File: config.mk
export PLATFORM = sky130hd
export DESIGN_NAME = rtp_vp8_header_parser_core
export DESIGN_NICKNAME = d
export VERILOG_FILES = /design/src/rtl/core/rtpvp8_pkg.sv /design/src/rtl/core/rtpvp8_in_reg.sv /design/src/rtl/core/rtpvp8_parse.sv /design/src/rtl/core/rtpvp8_out_reg.sv /design/src/rtl/core/rtp_vp8_header_parser_core.sv
export SDC_FILE = /design/constraint.sdc
export NUM_CORES = 1
export LEC_CHECK = 0
export ABC_AREA = 1
export BUFFER_PORTS_ARGS = -buffer_cell sky130_fd_sc_hd__buf_4
export CELL_PAD_IN_SITES_DETAIL_PLACEMENT = 1
export CELL_PAD_IN_SITES_GLOBAL_PLACEMENT = 1
export CORE_ASPECT_RATIO = 0.6
export CORE_MARGIN = 1
export CORE_UTILIZATION = 34
export DETAILED_ROUTE_END_ITERATION = 12
export GPL_ROUTABILITY_DRIVEN = 0
export GPL_TIMING_DRIVEN = 1
export HOLD_SLACK_MARGIN = 0.03
export PLACE_DENSITY = 0.68
export REMOVE_ABC_BUFFERS = 1
export SLEW_MARGIN = 25
export SYNTH_ARGS = -nofsm -noshare
export SYNTH_HDL_FRONTEND = slang
export SYNTH_SLANG_ARGS = --single-unit
File: constraint.sdc
create_clock -name clk_i -period 5.54 [get_ports clk_i]
set_input_delay 0.554 -clock clk_i [delete_from_list [all_inputs] [get_ports clk_i]]
set_output_delay 0.554 -clock clk_i [all_outputs]
set_load 0.005 [all_outputs]
File: src/rtl/core/rtpvp8_pkg.sv
// ----------------------------------------------------------------------------
// rtpvp8_pkg
// Types, parse stage codes and status codes shared by the RTP/VP8 header
// parser modules.
// ----------------------------------------------------------------------------
`default_nettype none

package rtpvp8_pkg;

  localparam int unsigned StageBits = 3;

  localparam logic [StageBits-1:0] ST_RTP    = 3'd0;
  localparam logic [StageBits-1:0] ST_DESC   = 3'd1;
  localparam logic [StageBits-1:0] ST_EXT    = 3'd2;
  localparam logic [StageBits-1:0] ST_PIC_HI = 3'd3;
  localparam logic [StageBits-1:0] ST_PIC_LO = 3'd4;
  localparam logic [StageBits-1:0] ST_TL0    = 3'd5;
  localparam logic [StageBits-1:0] ST_TK     = 3'd6;
  localparam logic [StageBits-1:0] ST_DONE   = 3'd7;

  localparam logic [1:0] STATUS_OK    = 2'd0;
  localparam logic [1:0] STATUS_CSRC  = 2'd1;
  localparam logic [1:0] STATUS_SHORT = 2'd2;

  localparam int unsigned RtpHeaderLast = 11;
  localparam int unsigned ResBits       = 145;
  localparam int unsigned ResPadBits    = 7;

  typedef struct packed {
    logic [1:0]  status;
    logic [15:0] payload_length;
    logic [4:0]  header_length;
    logic [14:0] picture_id;
    logic [2:0]  partition_index;
    logic [7:0]  descriptor_flags;
    logic [31:0] ssrc;
    logic [31:0] timestamp;
    logic [15:0] seq_num;
    logic [6:0]  ptype_code;
    logic [3:0]  contrib_count;
    logic [4:0]  rtp_flags;
  } res_t;

  function automatic logic [StageBits-1:0] stage_after_pic(input logic [7:0] flags);
    logic [StageBits-1:0] nxt;
    if (flags[3]) begin
      nxt = ST_TL0;
    end else if (flags[2] || flags[1]) begin
      nxt = ST_TK;
    end else begin
      nxt = ST_DONE;
    end
    return nxt;
  endfunction

  function automatic logic [StageBits-1:0] stage_after_ext(input logic [7:0] flags);
    logic [StageBits-1:0] nxt;
    if (flags[4]) begin
      nxt = ST_PIC_HI;
    end else begin
      nxt = stage_after_pic(flags);
    end
    return nxt;
  endfunction

endpackage

`default_nettype wire

File: src/rtl/core/rtpvp8_in_reg.sv
// ----------------------------------------------------------------------------
// rtpvp8_in_reg
// Input register for the byte stream; holds one byte until the parse stage
// takes it.
// ----------------------------------------------------------------------------
`default_nettype none

module rtpvp8_in_reg (
  input  logic       clk_i,
  input  logic       rst_ni,
  input  logic       valid_i,
  output logic       ready_o,
  input  logic [7:0] byte_i,
  input  logic       last_i,
  input  logic       take_i,
  output logic       valid_o,
  output logic [7:0] byte_o,
  output logic       last_o
);

  logic       valid_q;
  logic [7:0] byte_q;
  logic       last_q;

  assign ready_o = !valid_q || take_i;

  always_ff @(posedge clk_i or negedge rst_ni) begin
    if (!rst_ni) begin
      valid_q <= 1'b0;
    end else if (ready_o) begin
      valid_q <= valid_i;
    end
  end

  always_ff @(posedge clk_i) begin
    if (ready_o && valid_i) begin
      byte_q <= byte_i;
      last_q <= last_i;
    end
  end

  assign valid_o = valid_q;
  assign byte_o  = byte_q;
  assign last_o  = last_q;

endmodule

`default_nettype wire

File: src/rtl/core/rtpvp8_parse.sv
// ----------------------------------------------------------------------------
// rtpvp8_parse
// Parse state and field capture; builds the result for the current byte.
// ----------------------------------------------------------------------------
`default_nettype none

module rtpvp8_parse #(
  parameter int unsigned COUNT_BITS = 16
) (
  input  logic               clk_i,
  input  logic               rst_ni,
  input  logic               step_i,
  input  logic [7:0]         byte_i,
  input  logic               last_i,
  output rtpvp8_pkg::res_t   res_o
);
  import rtpvp8_pkg::*;

  localparam int unsigned WideBits = (COUNT_BITS > 16) ? COUNT_BITS : 16;

  logic [COUNT_BITS-1:0] pos_q, pos_d, total;
  logic [StageBits-1:0]  stage_q, stage_d;
  logic [4:0]            hend_q, hend_d;
  logic [4:0]            rflags_q, rflags_d;
  logic [3:0]            cc_q, cc_d;
  logic [6:0]            pt_q, pt_d;
  logic [15:0]           seq_q, seq_d;
  logic [31:0]           ts_q, ts_d;
  logic [31:0]           ssrc_q, ssrc_d;
  logic [7:0]            vflags_q, vflags_d;
  logic [2:0]            pidx_q, pidx_d;
  logic [14:0]           pic_q, pic_d;
  logic                  pos_lt11;
  logic [COUNT_BITS-1:0] diff;
  logic [WideBits-1:0]   diff_w;
  logic [15:0]           plen;
  logic [1:0]            status;

  assign pos_lt11 = pos_q < COUNT_BITS'(RtpHeaderLast);
  assign total    = (&pos_q) ? pos_q : pos_q + COUNT_BITS'(1);

  always_comb begin
    stage_d  = stage_q;
    hend_d   = hend_q;
    rflags_d = rflags_q;
    cc_d     = cc_q;
    pt_d     = pt_q;
    seq_d    = seq_q;
    ts_d     = ts_q;
    ssrc_d   = ssrc_q;
    vflags_d = vflags_q;
    pidx_d   = pidx_q;
    pic_d    = pic_q;
    unique case (stage_q)
      ST_RTP: begin
        if (pos_q == COUNT_BITS'(0)) begin
          rflags_d = {byte_i[7:6], byte_i[5], byte_i[4], rflags_q[0]};
          cc_d     = byte_i[3:0];
        end else if (pos_q == COUNT_BITS'(1)) begin
          rflags_d = {rflags_q[4:1], byte_i[7]};
          pt_d     = byte_i[6:0];
        end else if (pos_q < COUNT_BITS'(4)) begin
          seq_d = {seq_q[7:0], byte_i};
        end else if (pos_q < COUNT_BITS'(8)) begin
          ts_d = {ts_q[23:0], byte_i};
        end else begin
          ssrc_d = {ssrc_q[23:0], byte_i};
        end
        hend_d = {1'b0, pos_q[3:0]} + 5'd1;
        if (!pos_lt11) begin
          stage_d = (cc_q != 4'd0) ? ST_DONE : ST_DESC;
        end
      end
      ST_DESC: begin
        vflags_d = {byte_i[7], byte_i[5], byte_i[4], 5'd0};
        pidx_d   = byte_i[2:0];
        hend_d   = hend_q + 5'd1;
        stage_d  = byte_i[7] ? ST_EXT : ST_DONE;
      end
      ST_EXT: begin
        vflags_d = vflags_q | {3'd0, byte_i[7:4], 1'b0};
        hend_d   = hend_q + 5'd1;
        stage_d  = stage_after_ext(vflags_d);
      end
      ST_PIC_HI: begin
        hend_d = hend_q + 5'd1;
        if (byte_i[7]) begin
          vflags_d = vflags_q | 8'h01;
          pic_d    = {byte_i[6:0], 8'd0};
          stage_d  = ST_PIC_LO;
        end else begin
          pic_d   = {8'd0, byte_i[6:0]};
          stage_d = stage_after_pic(vflags_q);
        end
      end
      ST_PIC_LO: begin
        pic_d   = pic_q | {7'd0, byte_i};
        hend_d  = hend_q + 5'd1;
        stage_d = stage_after_pic(vflags_q);
      end
      ST_TL0: begin
        hend_d  = hend_q + 5'd1;
        stage_d = (vflags_q[2] || vflags_q[1]) ? ST_TK : ST_DONE;
      end
      ST_TK: begin
        hend_d  = hend_q + 5'd1;
        stage_d = ST_DONE;
      end
      ST_DONE: begin
        stage_d = ST_DONE;
      end
      default: begin
        stage_d = stage_q;
      end
    endcase
    pos_d = total;
  end

  always_comb begin
    if (pos_lt11) begin
      status = STATUS_SHORT;
    end else if (cc_d != 4'd0) begin
      status = STATUS_CSRC;
    end else if (stage_d != ST_DONE) begin
      status = STATUS_SHORT;
    end else begin
      status = STATUS_OK;
    end
  end

  assign diff   = (total > COUNT_BITS'(hend_d)) ? total - COUNT_BITS'(hend_d) : '0;
  assign diff_w = WideBits'(diff);

  always_comb begin
    if (status == STATUS_SHORT) begin
      plen = 16'd0;
    end else if (diff_w > WideBits'(16'hFFFF)) begin
      plen = 16'hFFFF;
    end else begin
      plen = diff_w[15:0];
    end
  end

  always_comb begin
    res_o.status           = status;
    res_o.payload_length   = plen;
    res_o.header_length    = hend_d;
    res_o.picture_id       = pic_d;
    res_o.partition_index  = pidx_d;
    res_o.descriptor_flags = vflags_d;
    res_o.ssrc             = ssrc_d;
    res_o.timestamp        = ts_d;
    res_o.seq_num          = seq_d;
    res_o.ptype_code       = pt_d;
    res_o.contrib_count    = cc_d;
    res_o.rtp_flags        = rflags_d;
  end

  // drop all packet state once the last byte is parsed
  always_ff @(posedge clk_i or negedge rst_ni) begin
    if (!rst_ni) begin
      pos_q    <= '0;
      stage_q  <= ST_RTP;
      hend_q   <= '0;
      rflags_q <= '0;
      cc_q     <= '0;
      pt_q     <= '0;
      seq_q    <= '0;
      ts_q     <= '0;
      ssrc_q   <= '0;
      vflags_q <= '0;
      pidx_q   <= '0;
      pic_q    <= '0;
    end else if (step_i) begin
      if (last_i) begin
        pos_q    <= '0;
        stage_q  <= ST_RTP;
        hend_q   <= '0;
        rflags_q <= '0;
        cc_q     <= '0;
        pt_q     <= '0;
        seq_q    <= '0;
        ts_q     <= '0;
        ssrc_q   <= '0;
        vflags_q <= '0;
        pidx_q   <= '0;
        pic_q    <= '0;
      end else begin
        pos_q    <= pos_d;
        stage_q  <= stage_d;
        hend_q   <= hend_d;
        rflags_q <= rflags_d;
        cc_q     <= cc_d;
        pt_q     <= pt_d;
        seq_q    <= seq_d;
        ts_q     <= ts_d;
        ssrc_q   <= ssrc_d;
        vflags_q <= vflags_d;
        pidx_q   <= pidx_d;
        pic_q    <= pic_d;
      end
    end
  end

endmodule

`default_nettype wire

File: src/rtl/core/rtpvp8_out_reg.sv
// ----------------------------------------------------------------------------
// rtpvp8_out_reg
// Result register; holds one parsed header until the downstream takes it.
// ----------------------------------------------------------------------------
`default_nettype none

module rtpvp8_out_reg (
  input  logic             clk_i,
  input  logic             rst_ni,
  input  logic             load_i,
  input  rtpvp8_pkg::res_t res_i,
  output logic             free_o,
  output logic             valid_o,
  input  logic             ready_i,
  output rtpvp8_pkg::res_t res_o
);
  import rtpvp8_pkg::*;

  logic valid_q;
  res_t res_q;

  assign free_o = !valid_q || ready_i;

  always_ff @(posedge clk_i or negedge rst_ni) begin
    if (!rst_ni) begin
      valid_q <= 1'b0;
    end else if (free_o) begin
      valid_q <= load_i;
    end
  end

  always_ff @(posedge clk_i) begin
    if (free_o && load_i) begin
      res_q <= res_i;
    end
  end

  assign valid_o = valid_q;
  assign res_o   = res_q;

endmodule

`default_nettype wire

File: src/rtl/core/rtp_vp8_header_parser_core.sv
// ----------------------------------------------------------------------------
// rtp_vp8_header_parser_core
// Parses the RTP fixed header and VP8 payload descriptor of a byte stream
// and emits one header request per packet on its last byte.
// ----------------------------------------------------------------------------
// Throughput: one byte per cycle, sustained across packet boundaries; the
//   last byte of a packet waits while the result register holds a request.
// Path: the last byte of a packet passes through the input register, then
//   the parse logic into the result register, which offers its header request.
// Reset: asynchronous, active low; clears all parse state and the valid flags of both registers.
`default_nettype none

module rtp_vp8_header_parser_core #(
  parameter int unsigned COUNT_BITS = 16
) (
  input  logic         clk_i,
  input  logic         rst_ni,
  input  logic         s_axis_tvalid,
  output logic         s_axis_tready,
  input  logic [7:0]   s_axis_tdata,  // [7:0] packet_byte
  input  logic         s_axis_tlast,  // last_byte
  output logic         m_axis_tvalid,
  input  logic         m_axis_tready,
  // [4:0] rtp_flags, [8:5] contrib_count, [15:9] ptype_code,
  // [31:16] seq_num, [63:32] timestamp, [95:64] ssrc,
  // [103:96] descriptor_flags, [106:104] partition_index,
  // [121:107] picture_id, [126:122] header_length,
  // [142:127] payload_length, [144:143] status, [151:145] zero
  output logic [151:0] m_axis_tdata
);
  import rtpvp8_pkg::*;

  logic       in_valid;
  logic [7:0] in_byte;
  logic       in_last;
  logic       out_free;
  logic       step;
  res_t       res_next;
  res_t       res_out;

  // advance a byte unless it closes a packet and the result slot is busy
  assign step = in_valid && (!in_last || out_free);

  rtpvp8_in_reg u_in_reg (
    .clk_i   (clk_i),
    .rst_ni  (rst_ni),
    .valid_i (s_axis_tvalid),
    .ready_o (s_axis_tready),
    .byte_i  (s_axis_tdata),
    .last_i  (s_axis_tlast),
    .take_i  (step),
    .valid_o (in_valid),
    .byte_o  (in_byte),
    .last_o  (in_last)
  );

  rtpvp8_parse #(
    .COUNT_BITS (COUNT_BITS)
  ) u_parse (
    .clk_i  (clk_i),
    .rst_ni (rst_ni),
    .step_i (step),
    .byte_i (in_byte),
    .last_i (in_last),
    .res_o  (res_next)
  );

  rtpvp8_out_reg u_out_reg (
    .clk_i   (clk_i),
    .rst_ni  (rst_ni),
    .load_i  (step && in_last),
    .res_i   (res_next),
    .free_o  (out_free),
    .valid_o (m_axis_tvalid),
    .ready_i (m_axis_tready),
    .res_o   (res_out)
  );

  assign m_axis_tdata = {ResPadBits'(0), res_out};

  a_ok_len : assert property (@(posedge clk_i) disable iff (!rst_ni)
    m_axis_tvalid && res_out.status == STATUS_OK
      |-> res_out.header_length >= 5'd13 && res_out.header_length <= 5'd18)
    else $error("ok header with bad header length");

  a_csrc_len : assert property (@(posedge clk_i) disable iff (!rst_ni)
    m_axis_tvalid && res_out.status == STATUS_CSRC
      |-> res_out.header_length == 5'd12 && res_out.contrib_count != 4'd0)
    else $error("csrc request with bad header length or count");

  a_short_plen : assert property (@(posedge clk_i) disable iff (!rst_ni)
    m_axis_tvalid && res_out.status == STATUS_SHORT |-> res_out.payload_length == 16'd0)
    else $error("short packet with nonzero payload length");

  a_no_loss : assert property (@(posedge clk_i) disable iff (!rst_ni)
    m_axis_tvalid && !m_axis_tready |=> m_axis_tvalid)
    else $error("pending header request dropped");

endmodule

`default_nettype wire
==> run_results.csv <==
group,metric,value,unit
floorplanning,io_pins,167,
grt,antenna_found_initial,0,
sta,hold_slack,0.132,ns
drt,first_pass_iters,4,
worst_setup_path,cp_max_fo,98,
drt,drtIter0Drc,700,
floorplanning,initial_core_util,34.6,%
drt,num_vias,10200,
cells_and_area,antenna-diode-count,0,
drt,wl,36900,µm
worst_setup_path,cp.arrival,3.83,ns
logic_synthesis,ys_ff_latch,302,
run_status,status,"complete, no violations",
sta,period_minus_slack,3.59,ns
placed_design,portBuffers,159,
cells_and_area,fin_nets,1548,
worst_setup_path,end_kind,"flop",
logic_synthesis,ys_warn_count,0,
clock_tree,insertion_delay,0.60,ns
sta,setup_viol,0,
sta,drv_slew,0,
grt,grt.met1_usage,27.0,%
logic_synthesis,async_reset_ff_share,49.0,%
clock_tree,clk_pin_slew,0.07,ns
power_and_ir_drop,power.density,444,mW/mm²
sta,report.final.hold_viol_count,0,
grt,first_global_vias,10400,
job,maxCapViolations,0,
floorplanning,die_height,157,µm
floorplanning,die-area,0.0408,mm²
clock_tree,cts_root_buffer,"clkbuf_16",
placed_design,dp_cells,2016,
sta,tightest_slew,1.05,ns
placed_design,hpwl,24700,µm
logic_synthesis,synth-edff-count,154,
drt,vias_per_cell,4.91,
sta,period_share,64.8,%
floorplanning,die_w,260,µm
drt,drc_errors,0,
worst_setup_path,critPathRequiredTime,5.78,ns
floorplanning,core,0.0392,mm²
sta,slew_headroom,30.3,%
sta,finalClockSkew,0.0340,ns
logic_synthesis,avgSynthCellArea,9.80,µm²
sta,rsz0062_at_grt,"no",
worst_setup_path,path_class,"flop to flop",
grt,grt_overflow_total,0,
clock_tree,numCtsBuffers,30,
power_and_ir_drop,peakVddDrop,0.000236,V
hold_path,hold_path.class,"input port to flop",
drt,postRouteAntennaNets,0,
grt,grt_most_used_layer,"met2",
logic_synthesis,synthCells,1386,
logic_synthesis,yosysSeqAreaShare,61.3,%
sta,fmax,279,MHz
power_and_ir_drop,p_leak,0.00752,µW
grt,grt_usage,18.2,%
logic_synthesis,syn_area,0.0136,mm²
logic_synthesis,yosys.cell_types.count,45,
drt,wl_per_cell,17.8,µm
grt,grt_util_met3,3.27,%
clock_tree,cts_setup_buffers,0,
grt,grt_max_degree,99,
logic_synthesis,ys.flop_type,"edfxtp_1",
cells_and_area,fin_cells,2073,
grt,grtUsageMet2,27.6,%
clock_tree,htreeDepth,1,
cells_and_area,layout-drive-gt1-share,17.2,%
cells_and_area,syn2layout_area_growth,20.2,%
clock_tree,cts_tree,"yes",
clock_tree,clockBufferDepth,3,
grt,grt_pass1_wl,57900,µm
floorplanning,rows,56,
worst_setup_path,startpoint_type,"flop",
clock_tree,cts_sinks,302,
-- area by class of cell --
class	instances	area, µm²
Fill cell	4450	22900
Sequential cell	302	8330
Multi-Input combinational cell	754	3980
Timing Repair Buffer	170	1290
Inverter	269	1020
Clock buffer	41	863
Tap cell	522	653
Clock inverter	15	200
-- report_power, final --
part	internal (µW)	leakage (µW)	switching (µW)
Combinational	706	0.00348	1430
Clock	1280	0.000524	910
Sequential	2760	0.00352	165
-- layer usage --
layer	wire [µm]	share of wire, %
met1	18200	49
met2	16300	44
met3	1740	4.7
met4	614	1.7
met5	0	0
-- per-stage QoR --
step	util [%]	power (µW)	TNS, ns	area, µm²	setup slack, ns
6_report	41.6	7250	0	16300	1.95
5_1_grt	41.6	7710	0	16300	1.66
4_1_cts	41.6	7330	0	16300	1.83
3_5_place_dp	38.9	5100	0	15300	1.89
3_3_place_gp	38.9	5000	0	15300	1.98
2_1_floorplan	-	4330	-272.15	13300	-1.88
-- Yosys cell counts (2+ instances only) --
| master | count | share of area (%) |
|---|---|---|
| buf_6 | 3 | 0.25 |
| inv_2 | 8 | 0.22 |
| a21oi_1 | 14 | 0.52 |
| nor4_4 | 2 | 0.31 |
| nor3_2 | 5 | 0.37 |
| o22ai_1 | 101 | 4.6 |
| xor2_1 | 14 | 0.90 |
| inv_1 | 261 | 7.2 |
| nand2_2 | 6 | 0.28 |
| ha_1 | 7 | 0.64 |
| nand2_4 | 3 | 0.25 |
| o32ai_1 | 4 | 0.26 |
| nor2_4 | 2 | 0.17 |
| o21a_1 | 34 | 1.9 |
| o21ai_1 | 3 | 0.11 |
| buf_4 | 7 | 0.39 |
| dfrtp_1 | 148 | 27 |
| clkbuf_1 | 45 | 1.2 |
| nand3_1 | 89 | 3.3 |
| nor2_2 | 11 | 0.51 |
| nand4_1 | 13 | 0.60 |
| edfxtp_1 | 154 | 34 |
| nand3_2 | 2 | 0.15 |
| nor4_1 | 3 | 0.14 |
| buf_2 | 2 | 0.074 |
| nand2_1 | 228 | 6.3 |
| nor3_1 | 6 | 0.22 |
| buf_1 | 9 | 0.25 |
| o31ai_1 | 2 | 0.11 |
| o21ai_0 | 126 | 4.6 |
| nor2_1 | 60 | 1.7 |
-- critical path: stages, from the launching register on --
cell and delay, ns:
edfxtp_1 0.42, inv_2 0.07, buf_4 0.51, o31ai_4 0.11
buf_4 0.24, inv_6 0.50, nand2_1 0.25, inv_6 0.64
buf_12 0.37
-- timing repair --
action	in CTS	in global routing
resized for setup	0	0
hold endpoints to repair	62	0
hold buffers	1	0
-- cells in the final DEF (no fill, tap or decap), types with 3 or more instances in the layout --
| cell type | n |
|---|---|
| buf_4 | 167 |
| edfxtp_1 | 154 |
| clkinv_2 | 6 |
| nor3_2 | 5 |
| nor2_2 | 11 |
| nand3_1 | 88 |
| nand2_1 | 227 |
| inv_1 | 259 |
| clkbuf_1 | 5 |
| clkbuf_8 | 5 |
| o32ai_1 | 4 |
| o21a_1 | 34 |
| bufinv_16 | 4 |
| o22ai_1 | 101 |
| ha_1 | 7 |
| nand3_2 | 3 |
| clkinv_1 | 3 |
| inv_2 | 8 |
| nand4_1 | 13 |
| a21oi_1 | 14 |
| nor3_1 | 6 |
| nand2_4 | 4 |
| dfrtp_1 | 148 |
| xor2_1 | 14 |
| nand2_2 | 6 |
| nor2_1 | 60 |
| o21ai_0 | 126 |
| o21ai_1 | 3 |
| nor4_1 | 3 |
| clkbuf_16 | 31 |
| conb_1 | 7 |
-- flip-flops by register name (all words and copies together), names as in the netlist, 4 cells and up --
signal,count
u_in_reg.byte_o,8
u_parse.ssrc_q,32
u_parse.seq_q,16
u_parse.pic_q,15
u_parse.hend_q,5
u_parse.pos_q,16
u_parse.ts_q,32
u_out_reg.res_o,145
u_parse.cc_q,4
u_parse.vflags_q,8
u_parse.pt_q,7
u_parse.rflags_q,5
-- cell families after synthesis --
family | Yosys count | synth area share [%]
buffers and inverters | 336 | 9.78
adder cells (fa/ha/maj) | 8 | 0.792
AO/OA/AOI/OAI | 290 | 12.5
other | 1 | 0.0276
XOR/XNOR | 15 | 0.967
AND/OR/NAND/NOR | 434 | 14.6
flip-flops | 302 | 61.3
-- path summary, 6_finish.rpt --
kind                                  start                   end  slack [ns]  cells past startpoint
setup / recovery            u_in_reg.last_o  u_out_reg.res_o[134]        1.95                      8
hold / removal              s_axis_tdata[2]    u_in_reg.byte_o[2]        0.13                      1
setup reg to reg            u_in_reg.last_o  u_out_reg.res_o[134]        1.95                      8
hold reg to reg            u_parse.ts_q[30]      u_parse.ts_q[30]        0.49                      2
max in group asynchronous            rst_ni   u_parse.rflags_q[3]        3.77                      3
min in group asynchronous            rst_ni      u_parse.ts_q[10]        0.52                      2
No activity file was read; power rests on OpenSTA's default activity.
